<file path="src/rtl/crse_pkg.sv">
// Shared types and constants of the Catmull-Rom spline evaluator.
// No dependencies; the front end, queue, back end and top level import this package.
`timescale 1ns / 1ps
package crse_pkg;

  localparam int IDX_W  = 7;           // table index, wide enough for any point count
  localparam int COUNT_W = 7;
  localparam int ACC_W  = 40;          // Horner accumulator
  localparam int U_W    = 17;          // local fraction, Q0.16 with 1.0 included
  localparam int PROD_W = ACC_W + U_W + 1;
  localparam int FRAC_ONE = 65536;

  localparam logic signed [ACC_W-1:0] POS_MAX = ACC_W'(64'sd2147483647);
  localparam logic signed [ACC_W-1:0] POS_MIN = -ACC_W'(64'sd2147483648);

  typedef enum logic [1:0] {
    MODE_EMPTY,
    MODE_SINGLE,
    MODE_CURVE
  } mode_t;

  typedef enum logic [2:0] {
    B_IDLE,
    B_READ,
    B_COEF,
    B_MUL,
    B_ADD,
    B_DONE
  } back_state_t;

  // Channel numbers used by the back end while it walks the result fields.
  localparam logic [2:0] CH_X     = 3'd0;
  localparam logic [2:0] CH_Y     = 3'd1;
  localparam logic [2:0] CH_Z     = 3'd2;
  localparam logic [2:0] CH_WIDTH = 3'd3;
  localparam logic [2:0] CH_BANK  = 3'd4;

  typedef struct packed {
    logic signed [31:0] x;
    logic signed [31:0] y;
    logic signed [31:0] z;
    logic        [31:0] width;
    logic signed [16:0] bank;
  } point_t;

  typedef struct packed {
    logic                       is_eval;
    logic                       wr_en;
    mode_t                      mode;
    logic [3:0][IDX_W-1:0]      idx;
    logic [U_W-1:0]             u;
    logic [5:0]                 wr_index;
    point_t                     pt;
  } entry_t;

endpackage

</file>
<file path="src/rtl/crse_queue.sv">
// Two-entry queue of classified items between the front and back ends.
// Depends on crse_pkg.
`timescale 1ns / 1ps
module crse_queue import crse_pkg::*; (
  input  logic   clk,
  input  logic   rst,
  input  logic   push,
  input  entry_t push_data,
  input  logic   pop,
  output entry_t head,
  output logic   full,
  output logic   empty
);

  entry_t     slots [2];
  logic       wr_ptr;
  logic       rd_ptr;
  logic [1:0] fill;

  assign full  = (fill == 2'd2);
  assign empty = (fill == 2'd0);
  assign head  = slots[rd_ptr];

  always_ff @(posedge clk) begin
    if (push) begin
      slots[wr_ptr] <= push_data;
    end
  end

  always_ff @(posedge clk) begin
    if (rst) begin
      wr_ptr <= 1'b0;
      rd_ptr <= 1'b0;
      fill   <= 2'd0;
    end else begin
      if (push) begin
        wr_ptr <= ~wr_ptr;
      end
      if (pop) begin
        rd_ptr <= ~rd_ptr;
      end
      fill <= fill + 2'(push) - 2'(pop);
    end
  end

endmodule

</file>
<file path="config.mk">
export PLATFORM = sky130hd
export DESIGN_NAME = crse_queue
export DESIGN_NICKNAME = d
export VERILOG_FILES = /design/src/rtl/crse_pkg.sv /design/src/rtl/crse_queue.sv
export SDC_FILE = /design/constraint.sdc
export NUM_CORES = 1
export LEC_CHECK = 0
export ABC_CLOCK_PERIOD_IN_PS = 12600
export BUFFER_PORTS_ARGS = -buffer_cell sky130_fd_sc_hd__buf_2
export CAP_MARGIN = 20
export CORE_MARGIN = 5
export CORE_UTILIZATION = 52
export DETAILED_ROUTE_END_ITERATION = 7
export PLACE_DENSITY_LB_ADDON = 0.1
export SLEW_MARGIN = 15
export SYNTH_ARGS = -nofsm -noshare
export SYNTH_HDL_FRONTEND = slang
export SYNTH_SLANG_ARGS = --single-unit
</file>
<file path="constraint.sdc">
create_clock -name clk -period 12.6 [get_ports clk]
set_input_delay 0.63 -clock clk [delete_from_list [all_inputs] [get_ports clk]]
set_output_delay 0.63 -clock clk [all_outputs]
set_load 0.02 [all_outputs]
</file>
==> results.tsv, run 1 <==
stage	metric	value	unit
worst_setup_path	worstPathMaxFanout	80	
worst_hold_path	hold_depth	1	
worst_hold_path	hold_end	slots[1][92]	
floorplanning	core	0.0279	sq mm
placement	dp.cells	1411	
synth	netlist_instances	643	
floorplanning	rows	61	
clock_network	numCtsBuffers	42	
worst_setup_path	worst_path_largest_cell_delay	0.91	ns
route	dr.pass1.iters	4	
sta	fin_skew	0.0188	ns
sta	worst_slew_pin_slew	1.07	ns
worst_setup_path	path_cells	buf_4, mux2_2, buf_2	
global_routing	overflow	0	
global_routing	grt_use_total	18.1	%
sta	period_minus_slack	3.49	ns
worst_setup_path	crit_required	11.97	ns
final_layout	drive_gt1_share	60.5	%
placement	gp_congestion	0.719	
clock_network	post_cts_buffers	0	
floorplanning	ios	406	
worst_setup_path	critPathKind	register to output port	
route	routed-via-count	7505	
route	drtAntennaViolNets	0	
sta	finalSetupTns	0	ns
sta	fmax	0.286	GHz
global_routing	antenna_found_initial	14	
synth	yosysWarningCount	0	
synth	yosysSeqAreaShare	82.0	%
placement	port_buffers	405	
synth	synthDistinctLibCells	12	
worst_hold_path	hp-class	input port to register	
synth	synth_nets	849	
clock_network	cts_max_level	2	
flow_run	max_cap_viol_count	0	
clock_network	path_clk_slew	0.06	ns
clock_network	cts.sinks	405	
route	wl	30.4	mm
worst_setup_path	cp_top_family	buffers and inverters	
sta	setup_viol	0	
global_routing	grt_pass1_wl	43.5	mm
pwr	irDropWorstVdd	0.131	mV
clock_network	cts_resized	0	
placement	hpwlAfterDp	20.4	mm
synth	ys_seq_elements	405	
final_layout	fin_nets	1283	
clock_network	holdBufCountCts	0	
worst_setup_path	reg2regPathDepth	2	
sta	rsz0062_at_grt	no	
sta	hold_viol_final	0	
floorplanning	initial_utilization	52.9	%
pwr	leakagePower	6.91	nW
worst_setup_path	cp_slowest_cell	buf_4	
route	viasPerCell	5.03	
floorplanning	dieWidth	179	microns
sta	period_share	27.7	%
floorplanning	chipHeight	179	microns
pwr	p_per_area	172	mW/mm^2
final_layout	final_common_cell	buf_2	
worst_setup_path	worst-path-buf-inv	2	
clock_network	cts_root_buf	clkbuf_16	
worst_setup_path	arrival	2.86	ns
worst_setup_path	ff2ff_setup_slack	10.12	ns
synth	syn-cell-area	0.0148	sq mm
final_layout	final_cell_mix	405 x buf_2, 400 x edfxtp_1, 200 x mux2_2, 45 x clkbuf_16, 13 x clkinv_1	
floorplanning	dieArea	0.0319	sq mm
worst_setup_path	cp-end-kind	output port	
final_layout	fin_cells	1493	
synth	syn_avg_cell_area	23.0	sq um
final_layout	area_growth	24.7	%
global_routing	grt_pass1_vias	7807	
clock_network	cts_tree	built	
global_routing	grt_max_degree	81	
worst_hold_path	worst_hold_startpoint	push_data[92]	
clock_network	worst_skew_pair.late_latency	0.52	ns
worst_setup_path	r2r_end	slots[1][186]	
route	drtIter0Drc	449	
sta	slew_headroom	28.4	%
route	drcViolationCount	0	
route	wire_per_inst	20.3	microns
worst_setup_path	start_kind	register	
clock_network	cts_max_path_buffers	3	
outcome	status	completed	
worst_setup_path	worstReg2RegStart	wr_ptr	
sta	drv_slew	0	
## cell usage after synthesis (all sizes together)
cell | n | area [sq um]
and2 | 1 | 6.26
buf | 2 | 22.5
clkbuf | 20 | 275
dfxtp | 5 | 100
edfxtp | 400 | 12000
ha | 2 | 25.0
inv | 2 | 7.51
mux2 | 200 | 2250
nor2 | 5 | 18.8
nor2b | 3 | 18.8
xnor2 | 2 | 17.5
xnor3 | 1 | 22.5
## worst register-to-register path: cells and delay by family, from the launching register on
family | cells | cell delay (ns)
buffers and inverters | 1 | 0.87
AND/OR/NAND/NOR | 1 | 0.72
flip-flops | 1 | 0.42
## routing by layer
layer	global-route usage, %	up-vias	share of wire (%)	routed length (microns)
li1	-	3447	-	-
met1	19.6	3700	34	10400
met2	32.0	280	53	16000
met3	7.59	60	10	3090
met4	6.04	18	2.3	697
met5	0	-	0.38	114
## through the flow
| step | hold WS (ns) | instance area [sq um] | power, mW | util [%] | setup WS (ns) |
|---|---|---|---|---|---|
| finish | 0.293 | 18400 | 3.17 | 66.0 | 9.11 |
| global route | 0.265 | 18400 | 3.31 | 66.0 | 8.98 |
| CTS | 0.269 | 18400 | 3.21 | 65.9 | 9.04 |
| detailed placement | 0.500 | 17000 | 2.01 | 61.0 | 9.60 |
| global placement | 0.498 | 17000 | 2.00 | 61.0 | 9.61 |
| floorplan | 0.480 | 14800 | 1.89 | - | 2.56 |
## power by group
group	internal [mW]	switching, mW
combinational	0.147	0.229
clock	0.729	0.471
sequential	1.58	0.0219
total	2.45	0.721
## how the worst max path moves through the flow
| stage | start | end | depth (start not counted) |
|---|---|---|---|
| 4_1_cts | register | head[52] | 3 |
| 2_1_floorplan | push | slots[0][0] | 1 |
| 6_report | register | head[52] | 3 |
| 3_5_place_dp | register | head[52] | 3 |
| 3_3_place_gp | register | head[52] | 3 |
| 5_1_grt | register | head[52] | 3 |
## layout make-up
| cell class | count | area [sq um] |
|---|---|---|
| antenna | 5 | 12.5 |
| clock buffer | 53 | 1160 |
| clock inverter | 24 | 208 |
| fill | 2046 | 9510 |
| inverter | 2 | 7.51 |
| multi-input combinational | 214 | 2370 |
| sequential | 405 | 12100 |
| tap | 378 | 473 |
| timing repair buffer | 412 | 2080 |
## kinds of logic (layout without fill, tap and decap cells)
| family | count (synthesis) | count (layout) | share of synthesized area [%] |
|---|---|---|---|
| flops | 405 | 405 | 82.0 |
| mux | 200 | 200 | 15.2 |
| fa+ha+maj | 2 | 2 | 0.169 |
| xor+xnor | 3 | 3 | 0.271 |
| buf+inv | 24 | 491 | 2.07 |
| simple gates | 9 | 9 | 0.296 |
| other cells | 0 | 5 | 0 |
## registers in the layout (all words and copies together), names as in the netlist, named ones only
name	flops
slots	400
fill	2
rd_ptr	1
wr_ptr	1
(Power assumes the default switching activity.)
==> inputs of run 2 (changes only) <==
ABC_CLOCK_PERIOD_IN_PS = 2800   (was 12600)
CORE_UTILIZATION = 47   (was 52)
clock period = 2.8 ns   (was 12.6 ns; I/O delays follow)
==> results.tsv, run 2 (synthesis results as in run 1) <==
stage	metric	value	unit	change
worst_setup_path	ff2ff_setup_slack	1.09	ns	-9.03 ns
placement	hpwlAfterDp	20.9	mm	+2.3%
sta	rsz0062_at_grt	no		
final_layout	area_growth	39.1	%	
placement	port_buffers	405		unchanged
floorplanning	dieWidth	187	microns	+4.9%
final_layout	fin_area	0.0206	sq mm	+12%
sta	worst_slew_pin_slew	0.658	ns	-0.416 ns
global_routing	overflow	0		unchanged
route	drcViolationCount	0		unchanged
pwr	irDropWorstVdd	0.507	mV	+290%
route	wl_met3	2.81	mm	-9.3%
worst_setup_path	arrival	2.03	ns	-0.83 ns
route	wl	33.2	mm	+9.3%
clock_network	numCtsBuffers	42		unchanged
sta	setup_viol	0		unchanged
final_layout	final_common_cell	buf_2		
final_layout	final_cell_mix	405 x buf_2, 400 x edfxtp_1, 204 x dlygate4sd3_1, 200 x mux2_2, 43 x clkbuf_16		
floorplanning	ios	406		unchanged
worst_setup_path	cp-end-kind	output port		
final_layout	n_fill_cell	2245		+9.7%
route	routed-via-count	8298		+11%
route	dr_wl_met2	16.9	mm	+5.4%
global_routing	grt_max_degree	109		+35%
global_routing	grt_pass1_wl	50.4	mm	+16%
worst_setup_path	start_kind	register		
route	drtAntennaViolNets	0		unchanged
clock_network	path_clk_slew	0.06	ns	about the same
worst_setup_path	r2r_end	fill[0]		
flow_run	max_cap_viol_count	0		unchanged
route	viasPerCell	4.82		-4.1%
route	highest_layer	met4		
sta	drv_slew	0		unchanged
clock_network	cts_tree	built		
clock_network	cts_max_path_buffers	3		unchanged
route	dr.pass1.iters	4		unchanged
worst_setup_path	crit_end	head[175]		
clock_network	cts_max_level	2		unchanged
sta	fin_skew	0.0112	ns	-0.00754 ns
outcome	status	completed		
floorplanning	chipHeight	187	microns	+4.9%
final_layout	regMostFlops	slots		
sta	slew_headroom	56.2	%	+28 points
clock_network	cts_resized	0		unchanged
route	drt-met1-wl	12.6	mm	+21%
placement	dp.cells	1437		+1.8%
worst_setup_path	worstReg2RegStart	fill[0]		
pwr	leakagePower	7.77	nW	+12%
floorplanning	core	0.0313	sq mm	+12%
route	wire_per_inst	19.3	microns	-5.2%
final_layout	fin_cells	1722		+15%
sta	finalSetupTns	0	ns	unchanged
placement	preCtsSetupSlack	1.18	ns	-8.42 ns
sta	hold_viol_final	0		unchanged
global_routing	grt_use_total	18.3	%	+0.19 points
sta	worst_slack	0.632	ns	-8.47 ns
clock_network	cts_root_buf	clkbuf_16		
floorplanning	initial_utilization	47.2	%	-5.7 points
sta	fmax	0.461	GHz	
worst_hold_path	hp-class	input port to register		
route	drtIter0Drc	400		-11%
sta	period_share	77.4	%	
worst_setup_path	critPathKind	register to output port		
placement	gp_congestion	0.775		+7.9%
floorplanning	dieArea	0.0351	sq mm	+10%
placement	placed_cell_area	0.0172	sq mm	+0.79%
final_layout	drive_gt1_share	51.0	%	-9.4 points
clock_network	cts.sinks	405		unchanged
clock_network	holdBufCountCts	204		+204
global_routing	antenna_found_initial	3		-11
final_layout	fin_nets	1489		+16%
clock_network	worst_skew_pair.late_latency	0.52	ns	about the same
worst_setup_path	reg2regPathDepth	6		+4
final_layout	final_util	65.6	%	-0.32 points
floorplanning	rows	65		+6.6%
clock_network	post_cts_buffers	0		unchanged
sta	period_minus_slack	2.17	ns	
worst_setup_path	worstPathMaxFanout	99		+24%
global_routing	grt_pass1_vias	9040		+16%
worst_setup_path	crit_required	2.66	ns	-9.31 ns
final_layout	largest_register_ff_count	400		unchanged
pwr	p_per_area	704	mW/mm^2	+310%
final_layout	reg.largest.list	slots (400), fill (2)		
-- run 2: power breakdown --
group          leakage [nW]  switching, mW  internal, mW
Sequential             3.80         0.0885          7.09
Combinational          3.33           1.11         0.872
Clock                 0.642           2.14          3.18
-- run 2: worst min-delay path by stage --
| stage | cells past startpoint | start | to |
|---|---|---|---|
| global placement | 1 | push_data[39] | slots[1][39] |
| finish | 2 | push_data[43] | slots[0][43] |
| global route | 2 | push_data[101] | slots[0][101] |
| detailed placement | 1 | push_data[65] | slots[0][65] |
| CTS | 2 | push_data[43] | slots[0][43] |
| floorplan | 1 | rst | wr_ptr |
-- run 2: cell type report --
cell class	instances	area, sq um	share of cell area (%)
sequential	405	12100	59.0
antenna	5	12.5	0.0609
timing repair buffer	618	4220	20.6
inverter	2	7.51	0.0365
tap	402	503	2.45
clock inverter	20	191	0.932
clock buffer	56	1120	5.47
multi-input combinational	214	2370	11.5
-- run 2: per-stage QoR --
stage               power, mW  hold WS, ns
finish                   14.5        0.340
global route             15.1        0.328
CTS                      14.7        0.306
detailed placement       9.05        0.331
global placement         9.04        0.327
floorplan                8.43        0.205
-- run 2: metal layers --
layer	up-vias	global-route usage [%]
met5	-	0
met4	0	5.66
met3	57	6.16
met2	306	31.8
met1	4072	21.5
li1	3863	-
-- run 2: critical path: stages (launching register included) --
cell	delay [ns]
dfxtp_4	0.38
buf_12	0.39
mux2_2	0.42
buf_2	0.17
==> inputs of run 3 (changes only) <==
ABC_CLOCK_PERIOD_IN_PS = 2200   (was 2800)
CORE_UTILIZATION = 52   (was 47)
clock period = 2.2 ns   (was 2.8 ns; I/O delays follow)
==> results.tsv, run 3 (synthesis results as in run 1) <==
stage	metric	value	unit	change
clock_network	worst_skew_pair.late_latency	0.51	ns	about the same
final_layout	fin_nets	1496		+0.47%
clock_network	cts.sinks	405		unchanged
pwr	p_per_area	877	mW/mm^2	+25%
global_routing	antenna_found_initial	3		unchanged
clock_network	cts_max_path_buffers	3		unchanged
placement	gp_congestion	0.801		+3.4%
route	drtIter0Drc	553		+38%
floorplanning	dieWidth	179	microns	-4.7%
clock_network	path_clk_slew	0.06	ns	about the same
global_routing	overflow	0		unchanged
route	dr.pass1.iters	4		unchanged
final_layout	multiInputGateArea	0.00237	sq mm	unchanged
floorplanning	initial_utilization	52.9	%	+5.7 points
final_layout	final_common_cell	buf_2		
worst_setup_path	critPathKind	register to output port		
sta	slew_headroom	69.6	%	+13 points
sta	worst_slew_pin_slew	0.456	ns	-0.201 ns
worst_setup_path	cp-end-kind	output port		
clock_network	cts_max_level	2		unchanged
route	wire_per_inst	20.0	microns	+3.8%
placement	hpwlAfterDp	22.0	mm	+5.3%
placement	dp.cells	1421		-1.1%
sta	setup_viol	0		unchanged
pwr	leakagePower	7.78	nW	+0.11%
final_layout	regMostFlops	slots		
flow_run	max_cap_viol_count	0		unchanged
sta	worst_slack	0.115	ns	-0.517 ns
route	wl	34.0	mm	+2.5%
pwr	irDropWorstVdd	0.709	mV	+40%
worst_hold_path	worst_hold_startpoint	push_data[73]		
final_layout	seq_area	0.0121	sq mm	unchanged
sta	drv_slew	0		unchanged
route	drcViolationCount	0		unchanged
worst_setup_path	worstPathMaxFanout	39		-61%
clock_network	cts_root_buf	clkbuf_16		
placement	preCtsSetupSlack	0.515	ns	-0.663 ns
sta	rsz0062_at_grt	no		
sta	finalSetupTns	0	ns	unchanged
global_routing	grt_max_degree	79		-28%
route	drtAntennaViolNets	0		unchanged
worst_setup_path	start_kind	register		
floorplanning	dieArea	0.0319	sq mm	-9.1%
final_layout	n_fill_cell	1763		-21%
final_layout	largest_register_ff_count	400		unchanged
sta	fmax	0.480	GHz	
worst_setup_path	arrival	1.98	ns	-0.05 ns
worst_setup_path	worstReg2RegStart	wr_ptr		
sta	fin_skew	0.00911	ns	-0.00211 ns
placement	port_buffers	405		unchanged
global_routing	grt_use_total	20.5	%	+2.2 points
clock_network	cts_tree	built		
sta	hold_viol_final	0		unchanged
final_layout	final_util	73.4	%	+7.8 points
final_layout	drive_gt1_share	51.6	%	+0.53 points
outcome	status	completed		
global_routing	grt_pass1_vias	9260		+2.4%
pwr	total_power	18.0	mW	+24%
global_routing	grt_pass1_wl	49.6	mm	-1.4%
route	viasPerCell	4.94		+2.4%
final_layout	final_cell_mix	405 x buf_2, 400 x edfxtp_1, 204 x dlygate4sd3_1, 200 x mux2_2, 41 x clkbuf_16		
floorplanning	rows	61		-6.2%
sta	period_share	94.8	%	
floorplanning	ios	406		unchanged
floorplanning	chipHeight	179	microns	-4.7%
final_layout	area_growth	38.8	%	
sta	period_minus_slack	2.09	ns	
final_layout	fin_cells	1700		-1.3%
route	routed-via-count	8392		+1.1%
worst_setup_path	crit_required	2.09	ns	-0.57 ns
worst_hold_path	hp-class	input port to register		
final_layout	reg.largest.list	slots (400), fill (2)		
floorplanning	core	0.0279	sq mm	-11%
clock_network	numCtsBuffers	40		-4.8%
## run 3: power breakdown
group | switching (mW) | internal (mW) | leakage (nW) | total, mW
clock network | 2.64 | 3.64 | 0.594 | 6.28
registers | 0.132 | 9.01 | 3.80 | 9.15
logic | 1.42 | 1.14 | 3.39 | 2.56
total | 4.19 | 13.8 | 7.78 | 18.0
## run 3: metrics by stage
stage,hold slack (ns),area (sq um)
after CTS,0.297,20500
after global placement,0.297,17200
after detailed placement,0.301,17200
final,0.318,20500
after floorplan,0.175,14800
after global routing,0.303,20500
## run 3: final cells by class
| cell class | instances | area share, % |
|---|---|---|
| Tap cell | 378 | 2.31 |
| Antenna cell | 3 | 0.0366 |
| Clock buffer | 50 | 5.17 |
| Timing Repair Buffer | 627 | 21.1 |
| Inverter | 2 | 0.0366 |
| Multi-Input combinational cell | 214 | 11.6 |
| Clock inverter | 21 | 0.714 |
| Sequential cell | 405 | 59.1 |
## run 3: worst paths after layout
| path | to | slack (ns) | cells past startpoint |
|---|---|---|---|
| setup / recovery | head[53] | 0.11 | 3 |
| hold / removal | slots[1][73] | 0.32 | 2 |
| setup reg to reg | slots[1][116] | 0.79 | 2 |
| hold reg to reg | rd_ptr | 0.52 | 2 |
## run 3: metal layers
layer,vias to the layer above,track usage [%],wire length [microns],share of wire [%]
met3,70,6.13,2780,8.2
li1,3875,-,-,-
met4,0,7.80,1150,3.4
met5,-,0,0,0
met2,326,37.2,18200,54
met1,4121,22.7,11900,35
## run 3: repair_timing
item,4_1_cts,5_1_grt
setup buffers,1,0
resized for setup,0,0
endpoints found under the setup margin,50,0
endpoints found under the hold margin,405,0
hold buffers,204,0
## run 3: worst max-delay path: stages (launching register included)
cell,delay (ns)
dfxtp_4,0.57
buf_12,0.28
mux2_2,0.41
buf_2,0.17
