===== config.mk =====
export PLATFORM = sky130hd
export DESIGN_NAME = crse_front
export DESIGN_NICKNAME = d
export VERILOG_FILES = /design/src/rtl/crse_pkg.sv /design/src/rtl/crse_front.sv
export SDC_FILE = /design/constraint.sdc
export NUM_CORES = 1
export LEC_CHECK = 0
export BUFFER_PORTS_ARGS = -buffer_cell sky130_fd_sc_hd__buf_2
export CORE_AREA = 5 5 146 148
export DETAILED_ROUTE_END_ITERATION = 16
export DIE_AREA = 0 0 151 153
export PLACE_DENSITY = 0.76
export SETUP_SLACK_MARGIN = 0.02
export SLEW_MARGIN = 20
export SYNTH_ARGS = -nofsm -noshare
export SYNTH_HDL_FRONTEND = slang
export SYNTH_SLANG_ARGS = --single-unit

===== constraint.sdc =====
create_clock -name clk -period 14.86 [get_ports clk]
set_clock_uncertainty 0.05 [all_clocks]
set_input_delay 2.229 -clock clk [delete_from_list [all_inputs] [get_ports clk]]
set_output_delay 2.229 -clock clk [all_outputs]
set_load 0.01 [all_outputs]

===== src/rtl/crse_pkg.sv =====
// Shared types and constants of the Catmull-Rom spline evaluator.
// No dependencies; the front end, queue, back end and top level import this package.
`timescale 1ns / 1ps
package crse_pkg;

  localparam int IDX_W  = 7;           // table index, wide enough for any point count
  localparam int COUNT_W = 7;
  localparam int ACC_W  = 40;          // Horner accumulator
  localparam int U_W    = 17;          // local fraction, Q0.16 with 1.0 included
  localparam int PROD_W = ACC_W + U_W + 1;
  localparam int FRAC_ONE = 65536;

  localparam logic signed [ACC_W-1:0] POS_MAX = ACC_W'(64'sd2147483647);
  localparam logic signed [ACC_W-1:0] POS_MIN = -ACC_W'(64'sd2147483648);

  typedef enum logic [1:0] {
    MODE_EMPTY,
    MODE_SINGLE,
    MODE_CURVE
  } mode_t;

  typedef enum logic [2:0] {
    B_IDLE,
    B_READ,
    B_COEF,
    B_MUL,
    B_ADD,
    B_DONE
  } back_state_t;

  // Channel numbers used by the back end while it walks the result fields.
  localparam logic [2:0] CH_X     = 3'd0;
  localparam logic [2:0] CH_Y     = 3'd1;
  localparam logic [2:0] CH_Z     = 3'd2;
  localparam logic [2:0] CH_WIDTH = 3'd3;
  localparam logic [2:0] CH_BANK  = 3'd4;

  typedef struct packed {
    logic signed [31:0] x;
    logic signed [31:0] y;
    logic signed [31:0] z;
    logic        [31:0] width;
    logic signed [16:0] bank;
  } point_t;

  typedef struct packed {
    logic                       is_eval;
    logic                       wr_en;
    mode_t                      mode;
    logic [3:0][IDX_W-1:0]      idx;
    logic [U_W-1:0]             u;
    logic [5:0]                 wr_index;
    point_t                     pt;
  } entry_t;

endpackage


===== src/rtl/crse_front.sv =====
// Front end: holds the point count register, accepts items and classifies them.
// Depends on crse_pkg.
`timescale 1ns / 1ps
module crse_front import crse_pkg::*; #(
  parameter int MAX_POINTS = 64
) (
  input  logic               clk,
  input  logic               rst,
  input  logic               cfg_write,
  input  logic [6:0]         cfg_data,
  input  logic               in_valid,
  output logic               in_stall,
  input  logic               operation,
  input  logic [5:0]         point_index,
  input  logic signed [31:0] coord_x,
  input  logic signed [31:0] coord_y,
  input  logic signed [31:0] coord_z,
  input  logic [31:0]        point_width,
  input  logic signed [16:0] point_bank,
  input  logic [16:0]        param_t,
  input  logic               full,
  output logic               push,
  output entry_t             entry
);

  logic [COUNT_W-1:0] point_count;
  logic [COUNT_W-1:0] n;
  logic [COUNT_W-1:0] n_m1;
  logic [COUNT_W-1:0] n_m2;
  logic [16:0]        t_c;
  logic [23:0]        scaled;
  logic [7:0]         seg_raw;
  logic [IDX_W-1:0]   seg;
  logic [7:0]         seg_p2;

  always_ff @(posedge clk) begin
    if (rst) begin
      point_count <= '0;
    end else if (cfg_write) begin
      point_count <= cfg_data;
    end
  end

  assign in_stall = full;
  assign push     = in_valid & ~full;

  always_comb begin
    n       = (32'(point_count) > MAX_POINTS) ? COUNT_W'(MAX_POINTS) : point_count;
    n_m1    = n - 7'd1;
    n_m2    = n - 7'd2;
    t_c     = (param_t > 17'(FRAC_ONE)) ? 17'(FRAC_ONE) : param_t;
    scaled  = 24'(t_c) * 24'(n_m1);
    seg_raw = scaled[23:16];
    seg     = (seg_raw > {1'b0, n_m2}) ? n_m2 : seg_raw[6:0];
    seg_p2  = {1'b0, seg} + 8'd2;

    entry.is_eval  = operation;
    entry.wr_en    = ({1'b0, point_index} < n);
    entry.wr_index = point_index;
    entry.pt.x     = coord_x;
    entry.pt.y     = coord_y;
    entry.pt.z     = coord_z;
    entry.pt.width = point_width;
    entry.pt.bank  = point_bank;
    entry.u        = 17'(scaled - {1'b0, seg, 16'b0});
    entry.idx      = '0;
    if (n == 7'd0) begin
      entry.mode = MODE_EMPTY;
    end else if (n == 7'd1) begin
      entry.mode = MODE_SINGLE;
    end else begin
      entry.mode   = MODE_CURVE;
      entry.idx[0] = (seg == '0) ? '0 : seg - 7'd1;
      entry.idx[1] = seg;
      entry.idx[2] = seg + 7'd1;
      entry.idx[3] = (seg_p2 < {1'b0, n}) ? seg_p2[6:0] : n_m1;
    end
  end

endmodule


==> flow_metrics.tcl, run 1 <==
set metrics [dict create \
    status "complete, no violations" \
    avgRoutedWirePerCell_um 16.5 \
    top_register "point_count" \
    whs_path_depth 2 \
    setup_viol 0 \
    required_ns 12.58 \
    multi_input_area_um2 5240 \
    clockBufferDepth 2 \
    cts_buffers 3 \
    viasPerCell 5.32 \
    regArea_um2 140 \
    ys.flop_type "dfxtp_1" \
    synth_xor_area_share_pct 5.11 \
    crit_arrival_ns 11.88 \
    netlist_area_um2 6830 \
    num_rows 52 \
    slowest_stage "fa_1" \
    clkTransAtPathRegs_ns 0.04 \
    total_power_w 0.00210 \
    gp_congestion 0.972 \
    synth_mux_area_share_pct 1.67 \
    io_buffers 90 \
    drtPass1Iterations 5 \
    cap_violations 0 \
    synth-edff-count 0 \
    cts_root_buf "clkbuf_16" \
    hold_violations 0 \
    period_share_pct 95.3 \
    cp_max_fo 27 \
    cts_tree "built" \
    r2r_slack_ns 14.13 \
    synth-seq-area-share_pct 2.05 \
    synthToLayoutAreaGrowth_pct -1.63 \
    fin_crit_ns 14.16 \
    nets 1122 \
    synthSimpleGateAreaFrac_pct 20.1 \
    worst_r2r_path_depth 2 \
    critPathKind "in2out" \
    cp_slowest_stage_delay_ns 0.57 \
    p_per_area_nw_per_um2 313 \
    fill_cells 2136 \
    ios 383 \
    synth_top_family_by_area "adder cells" \
    antenna_found_initial 0 \
    slew_violations 0 \
    postCtsHoldBufs 0 \
    end_kind "output pin" \
    grt_max_degree 28 \
    synth_compound_area_share_pct 15.1 \
    final_util_pct 33.8 \
    async_reset_ff_share_pct 0 \
    drc 0 \
    synth_seq_cells 7 \
    synth_adder_area_share_pct 34.0 \
    ys_warn_count 0 \
    synth_cell_types 79 \
    htree_levels 1 \
    max_freq_mhz 70.6 \
    syn_inst 854 \
    drt_iter0_markers 353 \
    grt_pass1_wl_um 28100 \
    cts.sinks 7 \
    worst_slew_pin_slew_ns 0.845 \
    die_w_um 151 \
    leakage_nw 3.36 \
    hold_class "reg2reg" \
    tns_ns 0 \
    start_kind "input port" \
    syn-num-nets 1176 \
    ir_drop_mv 0.470 \
    clk_latency_ns 0.23 \
    worst_hold_slack_ns 0.478 \
    reg.largest.list "point_count x7" \
    design.core.area_um2 19900 \
    grt_usage_pct 14.7 \
    initial_core_util_pct 34.3 \
    die_y_um 153 \
    wl_um 17600 \
    ant_nets 0 \
    dp_hpwl_um 15100 \
    drive_gt1_share_pct 19.3 \
    largest_register_ff_count 7 \
    grt_pass1_vias 5581 \
    max-slew-margin-rel_pct 43.5 \
    grt_overflow 0 \
    avgSynthCellArea_um2 8.00 \
    dieArea_um2 23100 \
    via_count 5696 \
    rsz0062_at_grt "false" \
]
synth_stat cells (all sizes together) (2+ instances only):
master | count | area share, %
or4 | 4 | 0.49
nor3 | 16 | 1.2
nand2b | 7 | 0.64
a211oi | 14 | 1.5
o21ai | 25 | 2.3
nand3 | 20 | 1.5
inv | 73 | 4.0
nor2 | 62 | 3.4
a21oi | 40 | 3.0
or2 | 3 | 0.31
o221ai | 2 | 0.26
dfxtp | 7 | 2.1
xor2 | 15 | 1.9
a21o | 11 | 1.2
xnor2 | 24 | 3.2
a31oi | 6 | 0.73
nor4 | 5 | 0.46
o22a | 2 | 0.27
and2 | 43 | 4.0
o211ai | 6 | 0.73
nor3b | 2 | 0.38
a221o | 2 | 0.29
buf | 156 | 17
clkbuf | 17 | 0.95
nor2b | 9 | 0.82
nand2 | 70 | 4.0
ha | 67 | 12
and4 | 4 | 0.53
a31o | 2 | 0.26
a41o | 2 | 0.29
and3 | 16 | 1.5
o41a | 2 | 0.49
a21boi | 2 | 0.22
o211a | 3 | 0.44
fa | 74 | 22
o21a | 3 | 0.33
mux2i | 11 | 1.7
nand4 | 6 | 0.55
o2bb2ai | 2 | 0.62
worst max-delay path: cells and delay by family:
family          cells  cell delay [ns]
fa+ha+maj           8             3.19
compound gates     11             2.30
buf+inv             4             0.57
simple gates       14             3.12
xor+xnor            2             0.45
path summary, 6_finish.rpt:
path               endpoint           start
max reg2reg  point_count[6]  point_count[6]
min          point_count[0]  point_count[0]
max              entry[191]      param_t[2]
min reg2reg  point_count[0]  point_count[0]
logic make-up after synthesis:
logic type	after synthesis
and+or+nand+nor	271
buffers and inverters	246
adders and majority gates	141
AOI/OAI and AO/OA	139
xor gates and xnor gates	39
muxes	11
DFF	7
layout make-up:
cell class,instances,share of cell area (%)
Tap cell,270,5.03
Sequential cell,7,2.09
Multi-Input combinational cell,601,78.0
Clock buffer,4,1.17
Timing Repair Buffer,114,9.57
Inverter,73,4.08
Antenna cell,1,0.0372
metal layers:
| metal | wire length [um] | track usage, % |
|---|---|---|
| met4 | 616 | 5.35 |
| met1 | 7510 | 19.9 |
| met5 | 0 | 0 |
| met2 | 7810 | 22.8 |
| met3 | 1680 | 3.52 |
cells in the final DEF, fill, tap and decap left out, types with 16 or more instances in the layout:
master	n
fa_1	74
nor2_1	62
buf_4	23
a21oi_1	38
and3_1	16
and2_1	42
nand2_1	68
xnor2_1	22
inv_1	72
nand3_1	20
ha_1	67
o21ai_0	19
buf_2	90
through the flow:
| stage | setup WS, ns | cell area, um^2 | instances |
|---|---|---|---|
| 2_1_floorplan | 0.956 | 6830 | 854 |
| 3_3_place_gp | 0.608 | 6580 | 1064 |
| 3_5_place_dp | 0.529 | 6580 | 1064 |
| 4_1_cts | 0.445 | 6660 | 1068 |
| 5_1_grt | 0.0293 | 6720 | 1069 |
| 6_report | 0.704 | 6720 | 1070 |
where the power goes:
group / switching (W) / total (W) / internal, W
Sequential: 0.00000125 / 0.0000213 / 0.0000200
Clock: 0.0000102 / 0.0000459 / 0.0000357
Combinational: 0.00118 / 0.00203 / 0.000854
what timing repair did:
item,4_1_cts,5_1_grt
endpoints found under the setup margin,0,7
buffers inserted,0,1
resized for setup,0,10
(Power assumes the default switching activity.)
==> inputs of run 2 (changes only) <==
==> constraint.sdc (replaced) <==
create_clock -name clk -period 14.86 [get_ports clk]
set_clock_uncertainty 0.05 [all_clocks]
set_input_delay 0.743 -clock clk [delete_from_list [all_inputs] [get_ports clk]]
set_output_delay 0.743 -clock clk [all_outputs]
set_load 0.01 [all_outputs]
==> run 2 against run 1 <==
  * Combinational power down 5%
  * Sequential power about the same
  * Sequential share of layout area up 0.067 points
  * Critical path depth down 1
  * Non-clock buffer count down 22
  * Setup slack better by 1.2 ns
  * Largest power group unchanged
  * Clock-buffer cell count down 1
  * Maximum frequency up 9.1%
  * Die area unchanged
  * Total power down 5.3%
  * Via count down 2.2%
==> flow_metrics.tcl, run 2 (synthesis results as in run 1) <==
set metrics [dict create \
    slowest_stage "nand2_1" \
    viasPerCell 5.31 \
    ir_drop_mv 0.484 \
    drive_gt1_share_pct 16.5 \
    clockBufferDepth 2 \
    top_register "point_count" \
    num_rows 52 \
    ant_nets 0 \
    nets 1100 \
    max-slew-margin-rel_pct 25.5 \
    cts_resized 0 \
    pre_cts_ws_ns 2.08 \
    hold_class "reg2reg" \
    crit_arrival_ns 12.18 \
    grt_max_degree 35 \
    grt_overflow 0 \
    cts_root_buf "clkbuf_16" \
    hold_violations 0 \
    io_buffers 90 \
    dieArea_um2 23100 \
    max_freq_mhz 77.1 \
    drtPass1Iterations 5 \
    cts.sinks 7 \
    post-cts-setup-buffers 0 \
    rsz0062_at_grt "false" \
    gp_congestion 0.977 \
    grt_pass1_vias 5614 \
    grt_usage_pct 14.7 \
    cap_violations 0 \
    synthToLayoutAreaGrowth_pct -4.71 \
    regArea_um2 140 \
    leakage_nw 3.25 \
    drt_iter0_markers 323 \
    multi_input_area_um2 5210 \
    setup_viol 0 \
    dp_hpwl_um 14800 \
    cp_max_fo 34 \
    ios 383 \
    slew_violations 0 \
    design.core.area_um2 19900 \
    fill_cells 2122 \
    period_share_pct 87.3 \
    comb_power_share_pct 96.6 \
    status "complete, no violations" \
    postCtsHoldBufs 0 \
    clk_latency_ns 0.23 \
    die_y_um 153 \
    tns_ns 0 \
    grt_pass1_wl_um 28500 \
    clkTransAtPathRegs_ns 0.04 \
    reg.largest.list "point_count x7" \
    via_count 5570 \
    crit_top_cell "nand2_1" \
    start_kind "input port" \
    cts_buffers 3 \
    fin_crit_ns 12.98 \
    mostFrequentLayoutCells "buf_2 (90), fa_1 (74), inv_1 (72)" \
    drc 0 \
    antenna_found_initial 0 \
    final_common_cell "buf_2" \
    largest_register_ff_count 7 \
    sw_frac_of_total_pct 58.5 \
    p_seq_share_pct 1.1 \
    wl_um 17500 \
    initial_core_util_pct 34.3 \
    worst_slack_ns 1.88 \
    die_w_um 151 \
    required_ns 14.07 \
    finalInstanceArea_um2 6510 \
    avgRoutedWirePerCell_um 16.7 \
    p_per_area_nw_per_um2 306 \
    cp_slowest_stage_delay_ns 0.86 \
    clock_power_share_pct 2.3 \
    cts_tree "built" \
    placed_area_um2 6410 \
    htree_levels 1 \
    power.internal_w 0.000825 \
    critPathKind "in2out" \
    final_util_pct 32.7 \
    end_kind "output pin" \
    worst_slew_pin_slew_ns 1.09 \
    p_switching_w 0.00116 \
]
## run 2: stage by stage
| stage | hold slack (ns) | cells | power (W) |
|---|---|---|---|
| floorplan | 0.411 | 854 | 0.00143 |
| global placement | 0.459 | 1043 | 0.00194 |
| detailed placement | 0.466 | 1043 | 0.00194 |
| CTS | 0.476 | 1047 | 0.00200 |
| global route | 0.491 | 1047 | 0.00220 |
| finish | 0.467 | 1048 | 0.00199 |
## run 2: power groups by stage
stage                     combinational, W  sequential, W  clock [W]
after floorplan                    0.00141      0.0000210          0
after global placement             0.00192      0.0000215          0
after detailed placement           0.00191      0.0000215          0
after CTS                          0.00193      0.0000212  0.0000466
after global routing               0.00213      0.0000214  0.0000475
final                              0.00192      0.0000212  0.0000457
## run 2: worst paths after layout
path | from | slack, ns | endpoint | cells after the start
min reg2reg | point_count[0] | 0.47 | point_count[0] | 2
min | point_count[0] | 0.47 | point_count[0] | 2
max | param_t[9] | 1.88 | entry[189] | 38
max reg2reg | point_count[2] | 14.17 | point_count[2] | 2
## run 2: worst max-delay path, delay by kind of cell
kind                     cells  cell delay [ns]
AO/OA/AOI/OAI               12             2.96
buffers and inverters        2             0.35
AND/OR/NAND/NOR             13             3.79
XOR/XNOR                     2             0.58
adder cells (fa/ha/maj)      8             3.38
multiplexers                 1             0.35
## run 2: metal layers
layer  vias to the layer above  routed length [um]  global-route usage (%)
met1                      2682                7660                    20.1
met2                       283                7790                    23.0
li1                       2567                   -                       -
met3                        38                1630                    3.94
met4                         0                 378                    3.63
met5                         -                   0                       0
## run 2: layout make-up
class,instances,area share (%)
antenna,1,0.0384
clock buffer,3,1.15
clock inverter,1,0.0769
inverter,73,4.21
multi-input combinational,601,80.0
sequential,7,2.15
tap,270,5.19
timing repair buffer,92,7.15
==> inputs of run 3 (changes only) <==
--- a/config.mk
+++ b/config.mk
@@ -12,2 +12,3 @@
 export PLACE_DENSITY = 0.76
+export RECOVER_POWER = 25
 export SETUP_SLACK_MARGIN = 0.02
--- a/constraint.sdc
+++ b/constraint.sdc
@@ -4,2 +4,2 @@
 set_output_delay 0.743 -clock clk [all_outputs]
-set_load 0.01 [all_outputs]
+set_load 0.005 [all_outputs]
==> run 3 against run 2 <==
  * Setup slack improved by 0.25 ns
  * Register-to-register slack worse by 0.02 ns
  * Die area stayed put
  * First-iteration DRC count unchanged
  * Global-route usage shrank 0.35 points
  * Total power decreased by 4.5%
  * Design area down 0.13%
  * Clock power shrank 2%
  * Wire length shrank 2.3%
  * Sequential cell count stayed put
  * Worst hold slack better by 0.0054 ns
  * Critical path type unchanged
==> flow_metrics.tcl, run 3 (synthesis results as in run 1) <==
set metrics [dict create \
    status "complete, no violations" \
    htree_levels 1 \
    nets 1101 \
    tns_ns 0 \
    die_w_um 151 \
    cts_buffers 3 \
    period_share_pct 85.6 \
    dp_hpwl_um 14500 \
    p_switching_w 0.00108 \
    grt_pass1_vias 5563 \
    die_y_um 153 \
    power.internal_w 0.000819 \
    slowest_stage "nand2_1" \
    drt_iter0_markers 323 \
    rsz0062_at_grt "false" \
    post-cts-setup-buffers 0 \
    cts_resized 0 \
    antenna_found_initial 0 \
    clock_power_share_pct 2.4 \
    n_antenna_cell 0 \
    r2r_slack_ns 14.15 \
    fill_cells 2140 \
    drtPass1Iterations 5 \
    p_seq_share_pct 1.1 \
    setup_viol 0 \
    comb_power_share_pct 96.5 \
    final_util_pct 32.7 \
    fin_crit_ns 12.72 \
    slew_violations 0 \
    ant_nets 0 \
    top_register "point_count" \
    synthToLayoutAreaGrowth_pct -4.84 \
    clkTransAtPathRegs_ns 0.04 \
    hold_class "reg2reg" \
    r2r-start "point_count[2]" \
    whs_path_depth 2 \
    dieArea_um2 23100 \
    largest_register_ff_count 7 \
    drc 0 \
    crit_arrival_ns 11.93 \
    hold_end "point_count[0]" \
    final_common_cell "buf_2" \
    avgRoutedWirePerCell_um 16.3 \
    wl_um 17100 \
    gp_congestion 0.938 \
    sw_frac_of_total_pct 56.9 \
    leakage_nw 3.24 \
    ios 383 \
    hold_violations 0 \
    cp_slowest_stage_delay_ns 0.80 \
    viasPerCell 5.31 \
    critPathKind "in2out" \
    cts_root_buf "clkbuf_16" \
    worstHoldStart "point_count[0]" \
    max_freq_mhz 78.6 \
    initial_core_util_pct 34.3 \
    required_ns 14.07 \
    ir_drop_mv 0.402 \
    cts_tree "built" \
    via_count 5560 \
    cp_max_fo 34 \
    drive_gt1_share_pct 16.1 \
    crit_top_cell "inv_1" \
    design.core.area_um2 19900 \
    final_cell_count_no_fill 1048 \
    p_per_area_nw_per_um2 292 \
    reg.largest.list "point_count x7" \
    io_buffers 90 \
    start_kind "input port" \
    clk_latency_ns 0.23 \
    end_kind "output pin" \
    mostFrequentLayoutCells "buf_2 (89), fa_1 (74), inv_1 (72)" \
    worst_slew_pin_slew_ns 1.09 \
    num_rows 52 \
    worst_r2r_path_depth 2 \
    cap_violations 0 \
    grt_pass1_wl_um 27800 \
    worst_hold_slack_ns 0.472 \
    cts.sinks 7 \
    place_inst 1044 \
    postCtsHoldBufs 0 \
    grt_usage_pct 14.3 \
    worst_slack_ns 2.14 \
    grt_overflow 0 \
    timing.rr.end "point_count[2]" \
    grt_max_degree 35 \
    pre_cts_ws_ns 2.34 \
    clockBufferDepth 2 \
    max-slew-margin-rel_pct 25.0 \
]
==> run 3: cell count changes in the layout (fill, tap and decap cells not counted), sizes merged <==
cell | previous run | this run
clkinv | 1 | 0
clkbuf | 3 | 5
diode | 1 | 0
==> run 3: worst max path at each step <==
stage                     from    endpoint  slack, ns  cells past startpoint
finish              param_t[1]  entry[191]       2.14                     43
global placement    param_t[9]  entry[189]       2.41                     43
detailed placement  param_t[1]  entry[191]       2.34                     43
floorplan           param_t[1]  entry[189]       4.04                     40
global route        param_t[1]  entry[191]       1.39                     42
CTS                 param_t[1]  entry[191]       2.29                     43
==> run 3: power by group through the flow <==
stage | registers (W) | logic [W] | clock network [W]
2_1_floorplan | 0.0000210 | 0.00131 | 0
3_3_place_gp | 0.0000215 | 0.00180 | 0
3_5_place_dp | 0.0000215 | 0.00182 | 0
4_1_cts | 0.0000212 | 0.00183 | 0.0000458
5_1_grt | 0.0000213 | 0.00204 | 0.0000465
6_report | 0.0000211 | 0.00183 | 0.0000450
==> run 3: layer usage <==
metal	global-route usage (%)	part of all wire (%)	vias up
met3	2.84	9.1	52
met1	19.8	43	2662
met2	22.4	45	272
li1	-	-	2574
met4	4.58	2.9	0
met5	0	0	-
==> run 3: stage by stage <==
| stage | instance area (um^2) | total power, W |
|---|---|---|
| 4_1_cts | 6490 | 0.00190 |
| 2_1_floorplan | 6830 | 0.00133 |
| 3_5_place_dp | 6420 | 0.00184 |
| 5_1_grt | 6500 | 0.00210 |
| 6_report | 6500 | 0.00190 |
| 3_3_place_gp | 6420 | 0.00183 |
==> run 3: layout make-up <==
type	count	area [um^2]	share of cell area, %
Sequential cell	7	140	2.16
Inverter	73	274	4.21
Timing Repair Buffer	93	472	7.26
Tap cell	270	338	5.20
Multi-Input combinational cell	601	5200	80.0
Clock buffer	4	78.8	1.21
==> run 3: worst max-delay path: cells and delay by family <==
family          cells  cell delay, ns
fa+ha+maj           8            3.26
simple gates       13            3.64
compound gates     13            2.98
buf+inv             7            0.65
xor+xnor            2            0.61
